==> config.mk <==
export PLATFORM = sky130hd
export DESIGN_NAME = flash_write_sequencer_with_unlock_table
export DESIGN_NICKNAME = d
export VERILOG_FILES = /design/src/rtl/core/fwseq_pkg.sv /design/src/rtl/core/flash_write_sequencer_with_unlock_table.sv /design/src/rtl/core/fwseq_front.sv /design/src/rtl/core/fwseq_queue.sv /design/src/rtl/core/fwseq_back.sv
export VERILOG_INCLUDE_DIRS = /design/src /design/src/rtl/core
export SDC_FILE = /design/constraint.sdc
export NUM_CORES = 1
export LEC_CHECK = 0
export BUFFER_PORTS_ARGS = -buffer_cell sky130_fd_sc_hd__buf_2
export CAP_MARGIN = 25
export CELL_PAD_IN_SITES_DETAIL_PLACEMENT = 2
export CELL_PAD_IN_SITES_GLOBAL_PLACEMENT = 2
export CORE_ASPECT_RATIO = 1.1
export CORE_MARGIN = 2
export CORE_UTILIZATION = 46
export DETAILED_ROUTE_END_ITERATION = 7
export PLACE_DENSITY_LB_ADDON = 0.25
export REMOVE_ABC_BUFFERS = 1
export SYNTH_ARGS = -nofsm -noshare
export SYNTH_HDL_FRONTEND = slang
export SYNTH_SLANG_ARGS = --single-unit
==> constraint.sdc <==
create_clock -name clock -period 14.15 [get_ports clock]
set_input_delay 2.1225 -clock clock [delete_from_list [all_inputs] [get_ports clock]]
set_output_delay 2.1225 -clock clock [all_outputs]
set_load 0.02 [all_outputs]
==> src/rtl/core/assert_macros.svh <==
// Assertion macros used by the flash write sequencer RTL.
// No dependencies; included by files that carry concurrent assertions.
`ifndef ASSERT_MACROS_SVH
`define ASSERT_MACROS_SVH

// Implication checked at every rising clock edge outside of reset.
`define ASSERT_IMPLIES(label, clk, rst, cond, prop) \
   label: assert property (@(posedge clk) disable iff (rst) (cond) |-> (prop)) \
      else $error("assertion failed");

// Implication whose consequence is checked at the following clock edge.
`define ASSERT_NEXT(label, clk, rst, cond, prop) \
   label: assert property (@(posedge clk) disable iff (rst) (cond) |=> (prop)) \
      else $error("assertion failed");

`endif

==> src/rtl/core/fwseq_pkg.sv <==
// Package of the flash write sequencer: codes, widths, queue entry and state types.
// No dependencies; used by every module of the block.
package fwseq_pkg;

   localparam int DEF_COMMAND_SLOTS = 16;
   localparam int QUEUE_DEPTH       = 2;
   localparam int CSR_INDEX_W       = 4;

   localparam logic [23:0] ADDR_ALL_ONES = 24'hFFFFFF;

   localparam logic [2:0] FUNC_HOLD        = 3'd0;
   localparam logic [2:0] FUNC_RUN         = 3'd1;
   localparam logic [2:0] FUNC_INIT        = 3'd2;
   localparam logic [2:0] FUNC_START_READ  = 3'd3;
   localparam logic [2:0] FUNC_START_WRITE = 3'd4;
   localparam logic [2:0] FUNC_READ_BYTE   = 3'd5;
   localparam logic [2:0] FUNC_WRITE_BYTE  = 3'd6;

   localparam logic [CSR_INDEX_W-1:0] CSR_BLOCK_SIZE = 4'd0;
   localparam logic [CSR_INDEX_W-1:0] CSR_MUX_MODE   = 4'd1;

   localparam logic ACCESS_WRITE = 1'b0;
   localparam logic ACCESS_READ  = 1'b1;
   localparam logic SOURCE_TABLE = 1'b0;
   localparam logic SOURCE_DATA  = 1'b1;

   typedef enum logic [2:0] {
      OP_HOLD,
      OP_RUN,
      OP_INIT,
      OP_START_READ,
      OP_START_WRITE,
      OP_READ_BYTE,
      OP_WRITE_BYTE
   } op_type;

   typedef enum logic [1:0] {
      MODE_IDLE,
      MODE_READ,
      MODE_WRITE
   } mode_type;

   typedef enum logic [1:0] {
      B_IDLE,
      B_REPLAY,
      B_DATA
   } back_state_type;

   typedef struct packed {
      op_type      op;
      logic [23:0] cmd_address;
      logic [7:0]  cmd_data;
      logic [31:0] start_address;
      logic [15:0] write_length;
      logic [7:0]  data_byte;
   } entry_type;

   typedef struct packed {
      logic not_empty;
      logic full;
   } q_status_type;

endpackage

==> src/rtl/core/flash_write_sequencer_with_unlock_table.sv <==
// Top level of the flash write sequencer with its stored unlock-command table.
// Depends on fwseq_pkg, assert_macros.svh, fwseq_front, fwseq_queue and fwseq_back.
//
// Usage: request transactions (req_*) carry one command or data item each; a
// transaction is taken when req_valid is high and req_stall is low. Every flash
// access comes out as one response transaction (rsp_*), taken when rsp_valid is
// high and rsp_stall is low; rsp_last marks the final access of one request.
// The csr_* port writes block_size (index 0) and mux_mode (index 1) and is
// always ready; the user must write it only while the block has no work in
// flight, and the block itself does not enforce this. A request enters the
// two-entry queue and is popped by the back end, only when idle; its accesses
// leave through the output register. An item that emits nothing ends there; a
// read or write byte goes through the data state, a write byte first replaying
// the N stored commands (up to 16) when a replay is due, as a run item does.
// The single table read port, stepping one entry per cycle while the output
// register is free, sets the replay rate. Reset clears the queue, the table
// fill count, address, countdown, mode and registers; no clearing pass is
// needed. While the receiver stalls, the held response stays put, the back
// end waits, and the queue fills before req_stall is raised toward the sender.
module flash_write_sequencer_with_unlock_table #(
   parameter int COMMAND_SLOTS = fwseq_pkg::DEF_COMMAND_SLOTS
) (
   input  logic                              clock,
   input  logic                              reset,
   input  logic                              req_valid,
   output logic                              req_stall,
   input  logic [2:0]                        req_func,
   input  logic [23:0]                       req_cmd_address,
   input  logic [7:0]                        req_cmd_data,
   input  logic [31:0]                       req_start_address,
   input  logic [15:0]                       req_write_length,
   input  logic [7:0]                        req_data_byte,
   output logic                              rsp_valid,
   input  logic                              rsp_stall,
   output logic                              rsp_access_kind,
   output logic                              rsp_access_source,
   output logic [31:0]                       rsp_flash_address,
   output logic [7:0]                        rsp_write_value,
   output logic [7:0]                        rsp_latch_low,
   output logic [7:0]                        rsp_latch_mid,
   output logic [7:0]                        rsp_latch_high,
   output logic [7:0]                        rsp_column_low,
   output logic [7:0]                        rsp_column_high,
   output logic                              rsp_last,
   input  logic                              csr_valid,
   output logic                              csr_ready,
   input  logic [fwseq_pkg::CSR_INDEX_W-1:0] csr_index,
   input  logic [31:0]                       csr_data
);

`include "assert_macros.svh"

   fwseq_pkg::q_status_type q_status;
   fwseq_pkg::entry_type    push_entry;
   fwseq_pkg::entry_type    head_entry;
   logic                    q_push;
   logic                    q_pop;

   // The register file accepts a write in any cycle.
   assign csr_ready = 1'b1;

   fwseq_front u_front (
      .req_valid         (req_valid),
      .req_func          (req_func),
      .req_cmd_address   (req_cmd_address),
      .req_cmd_data      (req_cmd_data),
      .req_start_address (req_start_address),
      .req_write_length  (req_write_length),
      .req_data_byte     (req_data_byte),
      .req_stall         (req_stall),
      .q_status          (q_status),
      .q_push            (q_push),
      .q_entry           (push_entry)
   );

   fwseq_queue u_queue (
      .clock      (clock),
      .reset      (reset),
      .push       (q_push),
      .push_entry (push_entry),
      .pop        (q_pop),
      .head_entry (head_entry),
      .status     (q_status)
   );

   fwseq_back #(
      .COMMAND_SLOTS (COMMAND_SLOTS)
   ) u_back (
      .clock             (clock),
      .reset             (reset),
      .q_status          (q_status),
      .q_entry           (head_entry),
      .q_pop             (q_pop),
      .csr_valid         (csr_valid && csr_ready),
      .csr_index         (csr_index),
      .csr_data          (csr_data),
      .rsp_stall         (rsp_stall),
      .rsp_valid         (rsp_valid),
      .rsp_access_kind   (rsp_access_kind),
      .rsp_access_source (rsp_access_source),
      .rsp_flash_address (rsp_flash_address),
      .rsp_write_value   (rsp_write_value),
      .rsp_latch_low     (rsp_latch_low),
      .rsp_latch_mid     (rsp_latch_mid),
      .rsp_latch_high    (rsp_latch_high),
      .rsp_column_low    (rsp_column_low),
      .rsp_column_high   (rsp_column_high),
      .rsp_last          (rsp_last)
   );

   // A read access is always a lone stream access with a zero data byte.
   `ASSERT_IMPLIES(a_read_is_lone, clock, reset, rsp_valid && rsp_access_kind, rsp_access_source && (rsp_write_value == 8'h00) && rsp_last)
   // Replayed table commands are always writes.
   `ASSERT_IMPLIES(a_table_is_write, clock, reset, rsp_valid && !rsp_access_source, !rsp_access_kind)
   // The normal and multiplexed latch layouts never mix in one access.
   `ASSERT_IMPLIES(a_layout_exclusive, clock, reset, rsp_valid && (rsp_latch_high != 8'h00), (rsp_column_low == 8'h00) && (rsp_column_high == 8'h00))
   // A table access that is not the last is followed by another access of the same item.
   `ASSERT_NEXT(a_replay_continues, clock, reset, rsp_valid && !rsp_stall && !rsp_last, rsp_valid)

endmodule

==> src/rtl/core/fwseq_front.sv <==
// Front end of the flash write sequencer: accepts request transactions and classifies them.
// Depends on fwseq_pkg.
module fwseq_front (
   input  logic                    req_valid,
   input  logic [2:0]              req_func,
   input  logic [23:0]             req_cmd_address,
   input  logic [7:0]              req_cmd_data,
   input  logic [31:0]             req_start_address,
   input  logic [15:0]             req_write_length,
   input  logic [7:0]              req_data_byte,
   output logic                    req_stall,
   input  fwseq_pkg::q_status_type q_status,
   output logic                    q_push,
   output fwseq_pkg::entry_type    q_entry
);

   logic known_func;

   always_comb begin
      known_func = 1'b1;
      q_entry.op = fwseq_pkg::OP_HOLD;
      unique case (req_func)
         fwseq_pkg::FUNC_HOLD:        q_entry.op = fwseq_pkg::OP_HOLD;
         fwseq_pkg::FUNC_RUN:         q_entry.op = fwseq_pkg::OP_RUN;
         fwseq_pkg::FUNC_INIT:        q_entry.op = fwseq_pkg::OP_INIT;
         fwseq_pkg::FUNC_START_READ:  q_entry.op = fwseq_pkg::OP_START_READ;
         fwseq_pkg::FUNC_START_WRITE: q_entry.op = fwseq_pkg::OP_START_WRITE;
         fwseq_pkg::FUNC_READ_BYTE:   q_entry.op = fwseq_pkg::OP_READ_BYTE;
         fwseq_pkg::FUNC_WRITE_BYTE:  q_entry.op = fwseq_pkg::OP_WRITE_BYTE;
         default:                     known_func = 1'b0;
      endcase
      q_entry.cmd_address   = req_cmd_address;
      q_entry.cmd_data      = req_cmd_data;
      q_entry.start_address = req_start_address;
      q_entry.write_length  = req_write_length;
      q_entry.data_byte     = req_data_byte;
   end

   // The unused function code has no effect at all, so it is taken and dropped.
   assign req_stall = q_status.full;
   assign q_push    = req_valid && !q_status.full && known_func;

endmodule

==> src/rtl/core/fwseq_queue.sv <==
// Short queue between the front and back ends of the flash write sequencer.
// Depends on fwseq_pkg.
module fwseq_queue (
   input  logic                    clock,
   input  logic                    reset,
   input  logic                    push,
   input  fwseq_pkg::entry_type    push_entry,
   input  logic                    pop,
   output fwseq_pkg::entry_type    head_entry,
   output fwseq_pkg::q_status_type status
);

   localparam int DEPTH = fwseq_pkg::QUEUE_DEPTH;
   localparam int PTR_W = (DEPTH > 1) ? $clog2(DEPTH) : 1;
   localparam int CNT_W = $clog2(DEPTH + 1);

   fwseq_pkg::entry_type slot_ff [DEPTH];
   logic [PTR_W-1:0] wr_ptr_ff, wr_ptr_in;
   logic [PTR_W-1:0] rd_ptr_ff, rd_ptr_in;
   logic [CNT_W-1:0] count_ff, count_in;

   function automatic logic [PTR_W-1:0] ptr_next(input logic [PTR_W-1:0] p);
      ptr_next = (p == PTR_W'(DEPTH - 1)) ? '0 : p + PTR_W'(1);
   endfunction

   always_comb begin
      wr_ptr_in = push ? ptr_next(wr_ptr_ff) : wr_ptr_ff;
      rd_ptr_in = pop ? ptr_next(rd_ptr_ff) : rd_ptr_ff;
      count_in  = count_ff;
      if (push && !pop) begin
         count_in = count_ff + CNT_W'(1);
      end else if (pop && !push) begin
         count_in = count_ff - CNT_W'(1);
      end
   end

   always_ff @(posedge clock) begin
      if (reset) begin
         wr_ptr_ff <= '0;
         rd_ptr_ff <= '0;
         count_ff  <= '0;
      end else begin
         wr_ptr_ff <= wr_ptr_in;
         rd_ptr_ff <= rd_ptr_in;
         count_ff  <= count_in;
      end
   end

   always_ff @(posedge clock) begin
      if (push) begin
         slot_ff[wr_ptr_ff] <= push_entry;
      end
   end

   assign head_entry       = slot_ff[rd_ptr_ff];
   assign status.not_empty = (count_ff != '0);
   assign status.full      = (count_ff == CNT_W'(DEPTH));

endmodule

==> src/rtl/core/fwseq_back.sv <==
// Back end of the flash write sequencer: command table, flash address state and access output.
// Depends on fwseq_pkg.
module fwseq_back #(
   parameter int COMMAND_SLOTS = fwseq_pkg::DEF_COMMAND_SLOTS
) (
   input  logic                                clock,
   input  logic                                reset,
   input  fwseq_pkg::q_status_type             q_status,
   input  fwseq_pkg::entry_type                q_entry,
   output logic                                q_pop,
   input  logic                                csr_valid,
   input  logic [fwseq_pkg::CSR_INDEX_W-1:0]   csr_index,
   input  logic [31:0]                         csr_data,
   input  logic                                rsp_stall,
   output logic                                rsp_valid,
   output logic                                rsp_access_kind,
   output logic                                rsp_access_source,
   output logic [31:0]                         rsp_flash_address,
   output logic [7:0]                          rsp_write_value,
   output logic [7:0]                          rsp_latch_low,
   output logic [7:0]                          rsp_latch_mid,
   output logic [7:0]                          rsp_latch_high,
   output logic [7:0]                          rsp_column_low,
   output logic [7:0]                          rsp_column_high,
   output logic                                rsp_last
);

   localparam int IDX_W = (COMMAND_SLOTS > 1) ? $clog2(COMMAND_SLOTS) : 1;
   localparam int CNT_W = $clog2(COMMAND_SLOTS + 1);

   fwseq_pkg::back_state_type state_ff, state_in;
   fwseq_pkg::mode_type       mode_ff;

   logic [31:0]      table_ff [COMMAND_SLOTS];
   logic [31:0]      rdata_ff;
   logic [IDX_W-1:0] idx_ff, idx_in;
   logic [CNT_W-1:0] count_ff;
   logic [31:0]      address_ff;
   logic [31:0]      countdown_ff;
   logic [15:0]      remaining_ff;
   logic [31:0]      block_size_ff;
   logic             mux_mode_ff;
   logic             is_write_ff;
   logic             then_data_ff;
   logic [7:0]       data_byte_ff;

   logic             rsp_valid_ff;
   logic             rsp_kind_ff;
   logic             rsp_source_ff;
   logic [31:0]      rsp_address_ff;
   logic [7:0]       rsp_value_ff;
   logic             rsp_mux_ff;
   logic             rsp_last_ff;

   logic             slot_free;
   logic             emit;
   logic             need_replay;
   logic             write_ok;
   logic             rep_last;
   logic [31:0]      rep_address;
   logic             out_kind;
   logic             out_source;
   logic [31:0]      out_address;
   logic [7:0]       out_value;
   logic             out_last;
   logic [IDX_W-1:0] hold_slot;

   assign write_ok    = (mode_ff == fwseq_pkg::MODE_WRITE) && (remaining_ff != '0);
   assign need_replay = (countdown_ff == '0) && (count_ff != '0);
   assign rep_last    = ({{(CNT_W - IDX_W){1'b0}}, idx_ff} + CNT_W'(1)) == count_ff;
   assign rep_address = (rdata_ff[31:8] == fwseq_pkg::ADDR_ALL_ONES)
                        ? address_ff : {8'h00, rdata_ff[31:8]};
   assign hold_slot   = (count_ff >= CNT_W'(COMMAND_SLOTS)) ? '0 : count_ff[IDX_W-1:0];
   assign slot_free   = !rsp_valid_ff || !rsp_stall;

   // Next state.
   always_comb begin
      state_in = state_ff;
      unique case (state_ff)
         fwseq_pkg::B_IDLE: begin
            if (q_status.not_empty) begin
               case (q_entry.op)
                  fwseq_pkg::OP_RUN: begin
                     if (count_ff != '0) begin
                        state_in = fwseq_pkg::B_REPLAY;
                     end
                  end
                  fwseq_pkg::OP_READ_BYTE: begin
                     if (mode_ff == fwseq_pkg::MODE_READ) begin
                        state_in = fwseq_pkg::B_DATA;
                     end
                  end
                  fwseq_pkg::OP_WRITE_BYTE: begin
                     if (write_ok) begin
                        state_in = need_replay ? fwseq_pkg::B_REPLAY : fwseq_pkg::B_DATA;
                     end
                  end
                  default: state_in = fwseq_pkg::B_IDLE;
               endcase
            end
         end
         fwseq_pkg::B_REPLAY: begin
            if (slot_free && rep_last) begin
               state_in = then_data_ff ? fwseq_pkg::B_DATA : fwseq_pkg::B_IDLE;
            end
         end
         fwseq_pkg::B_DATA: begin
            if (slot_free) begin
               state_in = fwseq_pkg::B_IDLE;
            end
         end
         default: state_in = fwseq_pkg::B_IDLE;
      endcase
   end

   // Outputs of the sequencer: queue pop, access emission and table read index.
   always_comb begin
      q_pop       = 1'b0;
      emit        = 1'b0;
      idx_in      = idx_ff;
      out_kind    = fwseq_pkg::ACCESS_WRITE;
      out_source  = fwseq_pkg::SOURCE_DATA;
      out_address = address_ff;
      out_value   = data_byte_ff;
      out_last    = 1'b1;
      unique case (state_ff)
         fwseq_pkg::B_IDLE: begin
            q_pop  = q_status.not_empty;
            idx_in = '0;
         end
         fwseq_pkg::B_REPLAY: begin
            emit        = slot_free;
            out_source  = fwseq_pkg::SOURCE_TABLE;
            out_address = rep_address;
            out_value   = rdata_ff[7:0];
            out_last    = rep_last && !then_data_ff;
            if (slot_free) begin
               idx_in = idx_ff + IDX_W'(1);
            end
         end
         fwseq_pkg::B_DATA: begin
            emit = slot_free;
            if (!is_write_ff) begin
               out_kind  = fwseq_pkg::ACCESS_READ;
               out_value = 8'h00;
            end
         end
         default: begin
            q_pop = 1'b0;
         end
      endcase
   end

   // Command table with a registered read port.
   always_ff @(posedge clock) begin
      if (q_pop && (q_entry.op == fwseq_pkg::OP_HOLD)) begin
         table_ff[hold_slot] <= {q_entry.cmd_address, q_entry.cmd_data};
      end
      rdata_ff <= table_ff[idx_in];
   end

   always_ff @(posedge clock) begin
      if (reset) begin
         state_ff      <= fwseq_pkg::B_IDLE;
         mode_ff       <= fwseq_pkg::MODE_IDLE;
         idx_ff        <= '0;
         count_ff      <= '0;
         address_ff    <= '0;
         countdown_ff  <= '0;
         remaining_ff  <= '0;
         block_size_ff <= '0;
         mux_mode_ff   <= 1'b0;
         is_write_ff   <= 1'b0;
         then_data_ff  <= 1'b0;
         data_byte_ff  <= '0;
      end else begin
         state_ff <= state_in;
         idx_ff   <= idx_in;
         if (csr_valid) begin
            if (csr_index == fwseq_pkg::CSR_BLOCK_SIZE) begin
               block_size_ff <= csr_data;
            end else if (csr_index == fwseq_pkg::CSR_MUX_MODE) begin
               mux_mode_ff <= csr_data[0];
            end
         end
         if (q_pop) begin
            case (q_entry.op)
               fwseq_pkg::OP_HOLD: begin
                  mode_ff  <= fwseq_pkg::MODE_IDLE;
                  count_ff <= {{(CNT_W - IDX_W){1'b0}}, hold_slot} + CNT_W'(1);
               end
               fwseq_pkg::OP_RUN: begin
                  mode_ff      <= fwseq_pkg::MODE_IDLE;
                  then_data_ff <= 1'b0;
               end
               fwseq_pkg::OP_INIT: begin
                  mode_ff       <= fwseq_pkg::MODE_IDLE;
                  mux_mode_ff   <= 1'b0;
                  block_size_ff <= '0;
                  countdown_ff  <= '0;
                  count_ff      <= '0;
               end
               fwseq_pkg::OP_START_READ: begin
                  mode_ff    <= fwseq_pkg::MODE_READ;
                  address_ff <= q_entry.start_address;
               end
               fwseq_pkg::OP_START_WRITE: begin
                  mode_ff      <= fwseq_pkg::MODE_WRITE;
                  address_ff   <= q_entry.start_address;
                  remaining_ff <= q_entry.write_length;
               end
               fwseq_pkg::OP_READ_BYTE: begin
                  is_write_ff <= 1'b0;
               end
               fwseq_pkg::OP_WRITE_BYTE: begin
                  is_write_ff  <= 1'b1;
                  then_data_ff <= 1'b1;
                  data_byte_ff <= q_entry.data_byte;
                  if (write_ok && need_replay) begin
                     countdown_ff <= block_size_ff;
                  end
               end
               default: begin
                  is_write_ff <= is_write_ff;
               end
            endcase
         end
         // The data access itself moves the address and the write counters.
         if ((state_ff == fwseq_pkg::B_DATA) && slot_free) begin
            address_ff <= address_ff + 32'd1;
            if (is_write_ff) begin
               remaining_ff <= remaining_ff - 16'd1;
               if (countdown_ff != '0) begin
                  countdown_ff <= countdown_ff - 32'd1;
               end
            end
         end
      end
   end

   // Output register parts the back end from the receiver.
   always_ff @(posedge clock) begin
      if (reset) begin
         rsp_valid_ff <= 1'b0;
      end else if (emit) begin
         rsp_valid_ff <= 1'b1;
      end else if (!rsp_stall) begin
         rsp_valid_ff <= 1'b0;
      end
   end

   always_ff @(posedge clock) begin
      if (emit) begin
         rsp_kind_ff    <= out_kind;
         rsp_source_ff  <= out_source;
         rsp_address_ff <= out_address;
         rsp_value_ff   <= out_value;
         rsp_mux_ff     <= mux_mode_ff;
         rsp_last_ff    <= out_last;
      end
   end

   assign rsp_valid         = rsp_valid_ff;
   assign rsp_access_kind   = rsp_kind_ff;
   assign rsp_access_source = rsp_source_ff;
   assign rsp_flash_address = rsp_address_ff;
   assign rsp_write_value   = rsp_value_ff;
   assign rsp_latch_low     = rsp_address_ff[7:0];
   assign rsp_latch_mid     = rsp_address_ff[15:8];
   assign rsp_latch_high    = rsp_mux_ff ? 8'h00 : rsp_address_ff[23:16];
   assign rsp_column_low    = rsp_mux_ff ? rsp_address_ff[18:11] : 8'h00;
   assign rsp_column_high   = rsp_mux_ff ? rsp_address_ff[26:19] : 8'h00;
   assign rsp_last          = rsp_last_ff;

endmodule
# [After elaboration in Yosys (flattened, before gate mapping)]
# Memories as Yosys holds them, arrays and structs flattened. A register that Yosys moved wholly into a read port is not among the register bits.
# Index checks and enable logic that the tools add are counted.
[word_totals] output_inout_bits=86 ff_bits=185 mem_bits_rw=694 n_memories=2
[memory_table] name="u_back.table_ff" words=16 width=32 read_ports=1 rd_clocked_by_memory_dff=1 write_ports=1 line="fwseq_back.sv:34" text="logic [31:0] table_ff [COMMAND_SLOTS];"
[memory_table] name="u_queue.slot_ff" words=2 width=91 read_ports=1 rd_clocked_by_memory_dff=1 write_ports=1 line="fwseq_queue.sv:17" text="fwseq_pkg::entry_type slot_ff [DEPTH];"
[classes] order_cmp=1 n_reduce_logical=45 eq_ne=27 add_sub_neg=10 muxes=64
[op_table] op="2-to-1 mux 32 bit" n=14
[op_table] op="2-to-1 mux 16 bit" n=4
[op_table] op="case mux 32 bit (2 select lines)" n=1
[op_table] op="adder 32 x 1 -> 32 bit, second input constant" n=1
[op_table] op="logical NOT 32 bit" n=1
[op_table] op="2-to-1 mux 8 bit" n=4
[op_table] op="nonzero test 32 bit" n=1
[op_table] op="subtractor 32 x 1 -> 32 bit, second input constant" n=1
[op_table] op="== test 24 bit, second input constant" n=1
[op_table] op="2-to-1 mux 1 bit" n=20
[op_table] op="2-to-1 mux 2 bit" n=10
[op_table] op="== test 3 bit, second input constant" n=6
[op_table] op="case mux 2 bit (3 select lines)" n=3
[op_table] op="case mux 3 bit (6 select lines)" n=1
[op_table] op="case mux 8 bit (2 select lines)" n=1
[op_table] op="nonzero test 16 bit" n=1
[op_table] op="subtractor 16 x 1 -> 16 bit, second input constant" n=1
[op_table] op="nonzero test 2 bit" n=7
[op_table] op="== test 3 x 2 -> 1 bit, second input constant" n=4
[op_table] op="AND reduction 2 bit" n=6
[op_table] op="logical AND 1 bit" n=11
[op_table] op="adder 4 x 1 -> 5 bit, second input constant" n=2
[op_table] op="case mux 5 bit (2 select lines)" n=1
[op_table] op="inequality test 3 x 2 -> 1 bit, second input constant" n=3
[op_table] op="other kinds (25)" n=42

# [Logic depth before layout (Yosys ltp)]
# Gate-level depths: netlist of run 1.
[depth] ltp_word=9 depth_mapped=13

# [By module]
# From an unflattened synthesis of run 1, not the netlist that was laid out.
[unflattened] hier_cells=2569 area_unflattened_um2=37219.4
[by_module_without_submodules] mod="fwseq_back" seq_area_each_um2=20079.3 n_inst=1 cells_per_inst=2168 area_per_inst_um2=29689.7
[by_module_without_submodules] mod="fwseq_queue" seq_area_each_um2=5565.3 n_inst=1 cells_per_inst=305 area_per_inst_um2=6809.0
[by_module_without_submodules] mod="fwseq_front" seq_area_each_um2=0.0 n_inst=1 cells_per_inst=94 area_per_inst_um2=709.4
[by_module_without_submodules] mod="flash_write_sequencer_with_unlock_table" seq_area_each_um2=0.0 n_inst=1 cells_per_inst=2 area_per_inst_um2=11.3

# [Worst setup path before layout of run 1]
# No wires, ideal clock.
[synth_timing] path_kind="input to register" start="input req_func[2]" end="memory u_queue.slot_ff[0][0] in the netlist's numbering (enable)" t_required_ps=13608 setup_ps=542 path_stages=3 slack_ps=7458 arrival_ps=6151 path_cell_list="nand3_1 nand3b_1 nor2_1"
[synth_between] elab_chain_cells=6
[synth_lines] element="from (decl)" line="flash_write_sequencer_with_unlock_table.sv:27" text="input logic [2:0] req_func,"
[synth_lines] element="== test 3 x 1 -> 1 bit (tied with other cells)" line="fwseq_front.sv:22" text="unique case (req_func)"
[synth_lines] element="OR reduction 7 bit (no line) (*)"
[synth_lines] element="2-to-1 mux 1 bit (*)" line="fwseq_front.sv:22"
[synth_lines] element="logical AND 1 bit (*)" line="fwseq_front.sv:41" text="assign q_push = req_valid && !q_status.full && known_func;"
[synth_lines] element="2-to-1 mux 1 bit (*)" line="fwseq_queue.sv:50" text="if (push) begin"
[synth_lines] element="2-to-1 mux 1 bit (not written as such) (*)" line="fwseq_queue.sv:51" text="slot_ff[wr_ptr_ff] <= push_entry;"
[synth_lines] element="to (decl)" line="fwseq_queue.sv:17"
# Every way passes the cells marked *; elsewhere a longest branch is shown, timed or not.

# [Worst setup path after layout of run 1]
[layout_timing] start="input rsp_stall" end="register u_back.rdata_ff[20] (read register of u_back.table_ff)"
[layout_between] elab_chain_cells=4
[layout_lines] element="from (decl)" line="flash_write_sequencer_with_unlock_table.sv:34" text="input logic rsp_stall,"
[layout_lines] element="logical NOT 1 bit" line="fwseq_back.sv:74" text="assign slot_free = !rsp_valid_ff || !rsp_stall;"
[layout_lines] element="logical OR 1 bit" line="fwseq_back.sv:74"
[layout_lines] element="2-to-1 mux 4 bit" line="fwseq_back.sv:137" text="if (slot_free) begin"
[layout_lines] element="case mux 4 bit (2 select lines)" line="fwseq_back.sv:126" text="unique case (state_ff)"
[layout_lines] element="to (decl)" line="fwseq_back.sv:35" text="logic [31:0] rdata_ff;"
# No other way between the ends.
# A chain may end at the register's enable or synchronous reset.

==> impl_results.md, run 1 <==
* Cell taking the most area after synthesis: edfxtp_1
* PnR Total Power at 0.00769 W
* Internal at 0.00520 W
* DR vias at about 26000
* CP startpoint kind: input pin
* RSZ-0062 raised after global routing: no
* Met3 Track Usage GR at 4.69%
* Worst EP arrival at approximately 5.6 ns
* Clock power share at 33.2%
* Largest net degree at the start of global routing at between 80 and 90
* Most frequent CP cell: buf_4
* GRT met2 Usage at 58.5%
* CP Buf/Inv Count at 4
* Asr flop ratio synth at 0%
* Most instantiated cells after synthesis: edfxtp_1 (738), nand2_1 (384), mux2_2 (194), nand3_1 (191), dfxtp_1 (174)
* Crit end category: flop
* Final setup violation count at 0
* Mapped Cells at 2765
* Top-area cell type share of the netlist area at 60.0%
* Status: completed
* Post-route minimum period at 5.12 ns
* Mean Syn Cell Area at 13.4 um2
* Sequential power share at a little under half
* EDFF count, synth at 738
* Post-DP HPWL at around 76000 um
* First DRT Iteration DRCs at 2141
* Global-route wire length before repair at 198000 um
* Top post-synthesis cells by area: edfxtp_1 (60%), dfxtp_1 (9.4%), mux2_2 (5.9%)
* Port Buffer Count at about 220
* Antenna viol nets, final at 0
* Crit path max-delay family: buffers and inverters
* Required time worst endpoint at 14.67 ns
* CTS root buf: clkbuf_16
* P_sw at around 0.0025 W
* PwrDens at ~180 nW/um2
* I/O Pins at 218
* Initial antenna violation count at 5
* Final Skew at about 0.023 ns
* Area growth syn-to-layout at 14.6%
* Worst Max-Slew Pin Slew at ~1.1 ns
* Worst Hold Depth at 0
* Register bit total from synthesis at between 900 and 1000
* Synth cell types at 83
* Final #Nets at slightly above 3000
* GRT Util Overall at about a third
* Die Wd at 274 um
* Total stage count of the critical path at 10
* Seq/Total Area, Yosys at 69.4%
* Slew margin rel. at 28.9%
* Type of the worst min-delay path: flop to flop
* Num CTS Buffers at 95
* Hold_buf cts at 0
* Site Rows at 108
* FF-to-FF path depth at 11
* Grt total ovfl at 0
* Crit share post-route at between 30% and 40%
* Count leader, synth: edfxtp_1
* Switching share of power at 32.4%
* Worst-Skew Late Latency at 0.68 ns
* Worst-path clk slew at 0.06 ns
* GR Util met1 at 39.9%
* H-tree depth at 3
* Die height at 301 um
* Slowest-stage cell, CP: buf_4
* TritonCTS clock tree: built
* RePlAce Congestion at 0.799
* Primary FF master, synth: edfxtp_1
* Post-CTS setup buffer count at 0
* CP Cell Sequence: buf_2 > and2_1 > o211ai_1 > buf_4 > buf_16 > buf_4 > mux2_2 > o22ai_1 > o21ai_0 > a21boi_0
* Yosys warns at 0
* Fin. Hold Viols at 0
* Max Fclk at approximately 200 MHz
* Mapped Area at about 37000 um2
* Max-cap violations at 0
* Vias in the first global route at 28600
* Post-route setup slack at roughly 9.0 ns
* # DRC at 0
* Crit-path max FO at 75
* Initial core utilization at 46.6%
* Finished Core Util at 53.4%
* Clock Sinks at 912
* Final slew viol count at 0
* CTS max path bufs at 3
* Share of layout cells above drive strength 1 at 21.8%
* Global route hottest layer: met2
* Total core area at 79200 um2
* Vias per cell at approximately 6.3
* Area of the die at 82600 um2
* Drt wl/cell at between 30 and 40 um
* Post-Place Setup Slack at 8.61 ns
* Max incr delay on CP at 0.86 ns
* Peak VDD IR at about 0.15 mV
* TritonRoute pass-1 iters at 5
* LEAKAGE at 14.6 nW
* Final wirelength at 136000 um
* Crit Path Category: input pin to flop
* Post-CTS sizing at 0
* Logic gate share of total power at 20.6%
* Setup TNS at 0 ns
==> power by group through the flow <==
stage	clock [W]	sequential [W]	combinational (W)
2_1_floorplan	0	0.00360	0.000833
3_3_place_gp	0	0.00356	0.00138
3_5_place_dp	0	0.00359	0.00151
4_1_cts	0.00258	0.00355	0.00157
5_1_grt	0.00266	0.00358	0.00167
6_report	0.00255	0.00356	0.00158
==> metrics by stage <==
stage	instances	area, um2	hold slack [ns]
CTS	4082	42300	0.459
floorplan	2591	36200	0.408
global placement	3899	39100	0.423
global route	4088	42300	0.477
finish	4088	42300	0.466
detailed placement	3902	39200	0.444
==> cell usage in the layout (no fill, tap or decap), types with 36 or more instances in the layout <==
cell type and count:
o22ai_1 66, dfxtp_1 173, mux2i_1 59, buf_2 215
a21oi_1 93, mux2_2 194, nand3_1 191, buf_4 49
nor2_1 103, o21ai_0 65, clkbuf_16 96, nor3_1 43
a31oi_1 44, edfxtp_1 738, nand2_1 383, a21boi_0 36
==> flip-flops by register name, summed over array words and instances (netlist names), 2 cells and up, named ones only <==
| signal | count |
|---|---|
| u_back.table_ff | 512 |
| u_queue.slot_ff | 182 |
| u_back.address_ff | 32 |
| u_back.block_size_ff | 32 |
| u_back.countdown_ff | 32 |
| u_back.rdata_ff | 32 |
| u_back.rsp_flash_address | 32 |
| u_back.remaining_ff | 16 |
| u_back.data_byte_ff | 8 |
| u_back.rsp_write_value | 8 |
| u_back.count_ff | 5 |
| u_back.idx_ff | 4 |
| u_back.mode_ff | 2 |
| u_back.state_ff | 2 |
| u_queue.count_ff | 2 |
==> routing by layer <==
| metal | share of wire (%) | vias to the layer above |
|---|---|---|
| li1 | - | 10800 |
| met3 | 5.3 | 349 |
| met2 | 52 | 1078 |
| met4 | 3.9 | 0 |
| met5 | 0 | - |
| met1 | 39 | 13600 |
==> kinds of logic (layout without fill, tap and decap cells) <==
group	Yosys count	in the layout	share of synthesized area, %
flip-flops	912	912	69.4
AND/OR/NAND/NOR	911	911	11.5
AO/OA/AOI/OAI	456	456	8.13
multiplexers	254	254	7.55
buffers and inverters	191	467	2.25
XOR/XNOR	27	27	0.640
adder cells (fa/ha/maj)	13	13	0.440
other	1	3	0.0102
==> cell type report <==
| class | instances | area (um2) |
|---|---|---|
| fill | 7328 | 36900 |
| sequential | 912 | 25600 |
| multi-input combinational | 1662 | 10700 |
| clock buffer | 145 | 2750 |
| timing repair buffer | 270 | 1550 |
| tap | 1045 | 1310 |
| clock inverter | 35 | 332 |
| inverter | 17 | 63.8 |
| antenna | 2 | 5.00 |
==> final timing paths <==
path                 startpoint  slack, ns                   to
max                   rsp_stall       9.03  u_back.rdata_ff[20]
min          u_back.mux_mode_ff       0.47    u_back.rsp_mux_ff
max reg2reg  u_back.state_ff[1]       9.45  u_back.rdata_ff[20]
min reg2reg  u_back.mux_mode_ff       0.47    u_back.rsp_mux_ff
No activity file was read; power rests on OpenSTA's default activity.
==> inputs of run 2 (changes only) <==
--- a/config.mk
+++ b/config.mk
@@ -6,13 +6,14 @@
 export SDC_FILE = /design/constraint.sdc
 export NUM_CORES = 1
 export LEC_CHECK = 0
+export ABC_AREA = 1
 export BUFFER_PORTS_ARGS = -buffer_cell sky130_fd_sc_hd__buf_2
 export CAP_MARGIN = 25
 export CELL_PAD_IN_SITES_DETAIL_PLACEMENT = 2
 export CELL_PAD_IN_SITES_GLOBAL_PLACEMENT = 2
 export CORE_ASPECT_RATIO = 1.1
 export CORE_MARGIN = 2
-export CORE_UTILIZATION = 46
+export CORE_UTILIZATION = 41
 export DETAILED_ROUTE_END_ITERATION = 7
 export PLACE_DENSITY_LB_ADDON = 0.25
 export REMOVE_ABC_BUFFERS = 1
==> constraint.sdc (replaced) <==
create_clock -name clock -period 5.2 [get_ports clock]
set_input_delay 0.78 -clock clock [delete_from_list [all_inputs] [get_ports clock]]
set_output_delay 0.78 -clock clock [all_outputs]
set_load 0.02 [all_outputs]
==> impl_results.md, run 2 <==
* Register bit total from synthesis at 912
* Crit-path max FO at 52
* Most frequent cells in the layout: nand2_1 (767), edfxtp_1 (738), inv_1 (468)
* Num CTS Buffers at between 90 and 100
* Max-cap violations at 0
* Mean Syn Cell Area at approximately 11 um2
* Final setup violation count at 0
* Primary FF master, synth: edfxtp_1
* Area of the die at 97700 um2
* Logic gate share of total power at 25.4%
* Worst R2R Setup Slack at between 1 and 1.5 ns
* Vias in the first global route at 31500
* Top post-synthesis cells by area: edfxtp_1 (57%), dfxtp_1 (8.9%), nand2_1 (7.4%)
* LEAKAGE at 17.4 nW
* Die Wd at 298 um
* Synth cell types at 47
* H-tree depth at 3
* CTS root buf: clkbuf_16
* Top-area cell type share of the netlist area at between 50% and 60%
* Worst Max-Slew Pin Slew at 1.02 ns
* Die height at 328 um
* First DRT Iteration DRCs at 1781
* Count leader, synth: nand2_1
* Switching share of power at about a third
* Peak VDD IR at 0.340 mV
* Required time worst endpoint at 5.55 ns
* Final instance area at 44600 um2
* Asr flop ratio synth at 0%
* # DRC at 0
* Mapped Cells at 3689
* Area growth syn-to-layout at 14.3%
* Final #Nets at 4000
* Post-route setup slack at 1.30 ns
* Internal at 0.0148 W
* Smallest hold slack at 0.287 ns
* Final Skew at 0.0202 ns
* DR vias at 28700
* Vias per cell at about 5.5
* Top reg by flops: u_back.table_ff
* Share of layout cells above drive strength 1 at 12.3%
* Post-CTS setup buffer count at 0
* Global-route wire length before repair at 196000 um
* Hold EP: u_queue.slot_ff[1][3]
* Post-CTS sizing at 0
* Antenna viol nets, final at 0
* Post-DP HPWL at a little over 80000 um
* Sequential power share at between 40% and 50%
* Initial antenna violation count at 4
* Total core area at 94300 um2
* P_sw at 0.00803 W
* I/O Pins at 218
* Max reg flops at 512
* Post-route minimum period at 3.90 ns
* CP startpoint kind: flop
* TritonRoute pass-1 iters at 5
* RSZ-0062 raised after global routing: no
* Max Fclk at 257 MHz
* Fin. Hold Viols at 0
* Worst-Skew Late Latency at 0.69 ns
* Status: completed
* Fill cells at 9643
* Final wirelength at 129000 um
* Worst EP arrival at roughly 4.2 ns
* Drt wl/cell at 24.9 um
* Initial core utilization at 41.4%
* Final slew viol count at 0
* Grt total ovfl at 0
* FF-to-FF path depth at 7
* Clock Sinks at 912
* Crit share post-route at around 75%
* Post-Place Setup Slack at 1.21 ns
* Commonest non-fill, non-tap cell in the layout: nand2_1
* Seq/Total Area, Yosys at 65.7%
* Finished Core Util at 47.3%
* Worst-path clk slew at 0.06 ns
* Clock power share at 30.9%
* Biggest regs: u_back.table_ff: 512 flops, u_queue.slot_ff: 182 flops
* Placed cell area at 41400 um2
* Mapped Area at just under 40000 um2
* Crit end category: flop
* Min-delay src: req_data_byte[3]
* Most instantiated cells after synthesis: nand2_1 (768), edfxtp_1 (738), inv_1 (469), nand3_1 (289), o211ai_1 (269)
* TritonCTS clock tree: built
* Site Rows at 118
* Slew margin rel. at 32.1%
* Crit Path Category: flop to flop
* Cell taking the most area after synthesis: edfxtp_1
* PwrDens at 512 nW/um2
* Port Buffer Count at 216
* Largest net degree at the start of global routing at 129
* Yosys warns at 0
* Worst Hold Depth at 1
* Hold_buf cts at 0
* RePlAce Congestion at 0.794
* EDFF count, synth at 738
* CTS max path bufs at 3
* GRT Util Overall at 26.3%
* Type of the worst min-delay path: input pin to flop
* Crit Reg-Reg Endpoint: u_back.table_ff[3][29]
-- run 2: cell types whose count changed after synthesis, sizes merged, moves of 56 or more --
cell	delta
mux2i	-56
mux2	-194
a21oi	+61
nand3	+101
o22ai	-64
nand2	+388
nor2	+98
o211ai	+255
o21ai	+72
inv	+459
buf	+78
-- run 2: power by group through the flow --
stage	Sequential [W]	Combinational, W	Clock, W
2_1_floorplan	0.0101	0.00356	0
3_3_place_gp	0.0101	0.00540	0
3_5_place_dp	0.0101	0.00575	0
4_1_cts	0.0100	0.00586	0.00720
5_1_grt	0.0101	0.00639	0.00744
6_report	0.0100	0.00581	0.00706
-- run 2: critical path, stage by stage, from the launching register on --
cell	delay, ns
dfxtp_4	0.83
nand2_1	0.14
o21ai_1	0.28
nand3_1	0.23
nor2_2	0.47
nand2_1	0.38
nor2_4	0.75
buf_4	0.43
-- run 2: how the worst max path moves through the flow --
stage	end	slack, ns	cells past startpoint
2_1_floorplan	u_back.rdata_ff[0]	-6.08	9
3_3_place_gp	u_back.table_ff[3][21]	1.50	7
3_5_place_dp	u_back.table_ff[3][17]	1.21	7
4_1_cts	u_back.table_ff[3][29]	1.20	7
5_1_grt	u_back.table_ff[3][29]	1.03	7
6_report	u_back.table_ff[3][29]	1.30	7
-- run 2: kinds of logic after synthesis --
family / share of synthesized area [%]
adders and majority gates: 0.417
AOI/OAI and AO/OA: 10.0
xor gates and xnor gates: 0.920
muxes: 0.103
and+or+nand+nor: 15.5
buffers and inverters: 7.39
other: 0.00960
DFF: 65.7
-- run 2: area by class of cell --
type                       count  area [um2]  share of cell area [%]
clock buffer                 132        2710                    6.08
antenna                        2        5.00                  0.0112
multi-input combinational   2088       10700                    24.0
timing repair buffer         279        1690                    3.80
tap                         1260        1580                    3.53
clock inverter                49         478                    1.07
inverter                     477        1800                    4.03
sequential                   912       25600                    57.5
-- run 2: per-stage QoR --
stage	setup TNS (ns)	instances	total power, W
after floorplan	-340.94	3477	0.0137
after global placement	0	5014	0.0155
after detailed placement	0	5015	0.0159
after CTS	0	5196	0.0231
after global routing	0	5198	0.0239
final	0	5199	0.0229
-- run 2: routing by layer --
layer | global-route usage [%] | wire (um)
met5 | 0 | 16
met4 | 8.03 | 3540
met3 | 3.04 | 4940
met2 | 47.9 | 66900
met1 | 32.6 | 53900
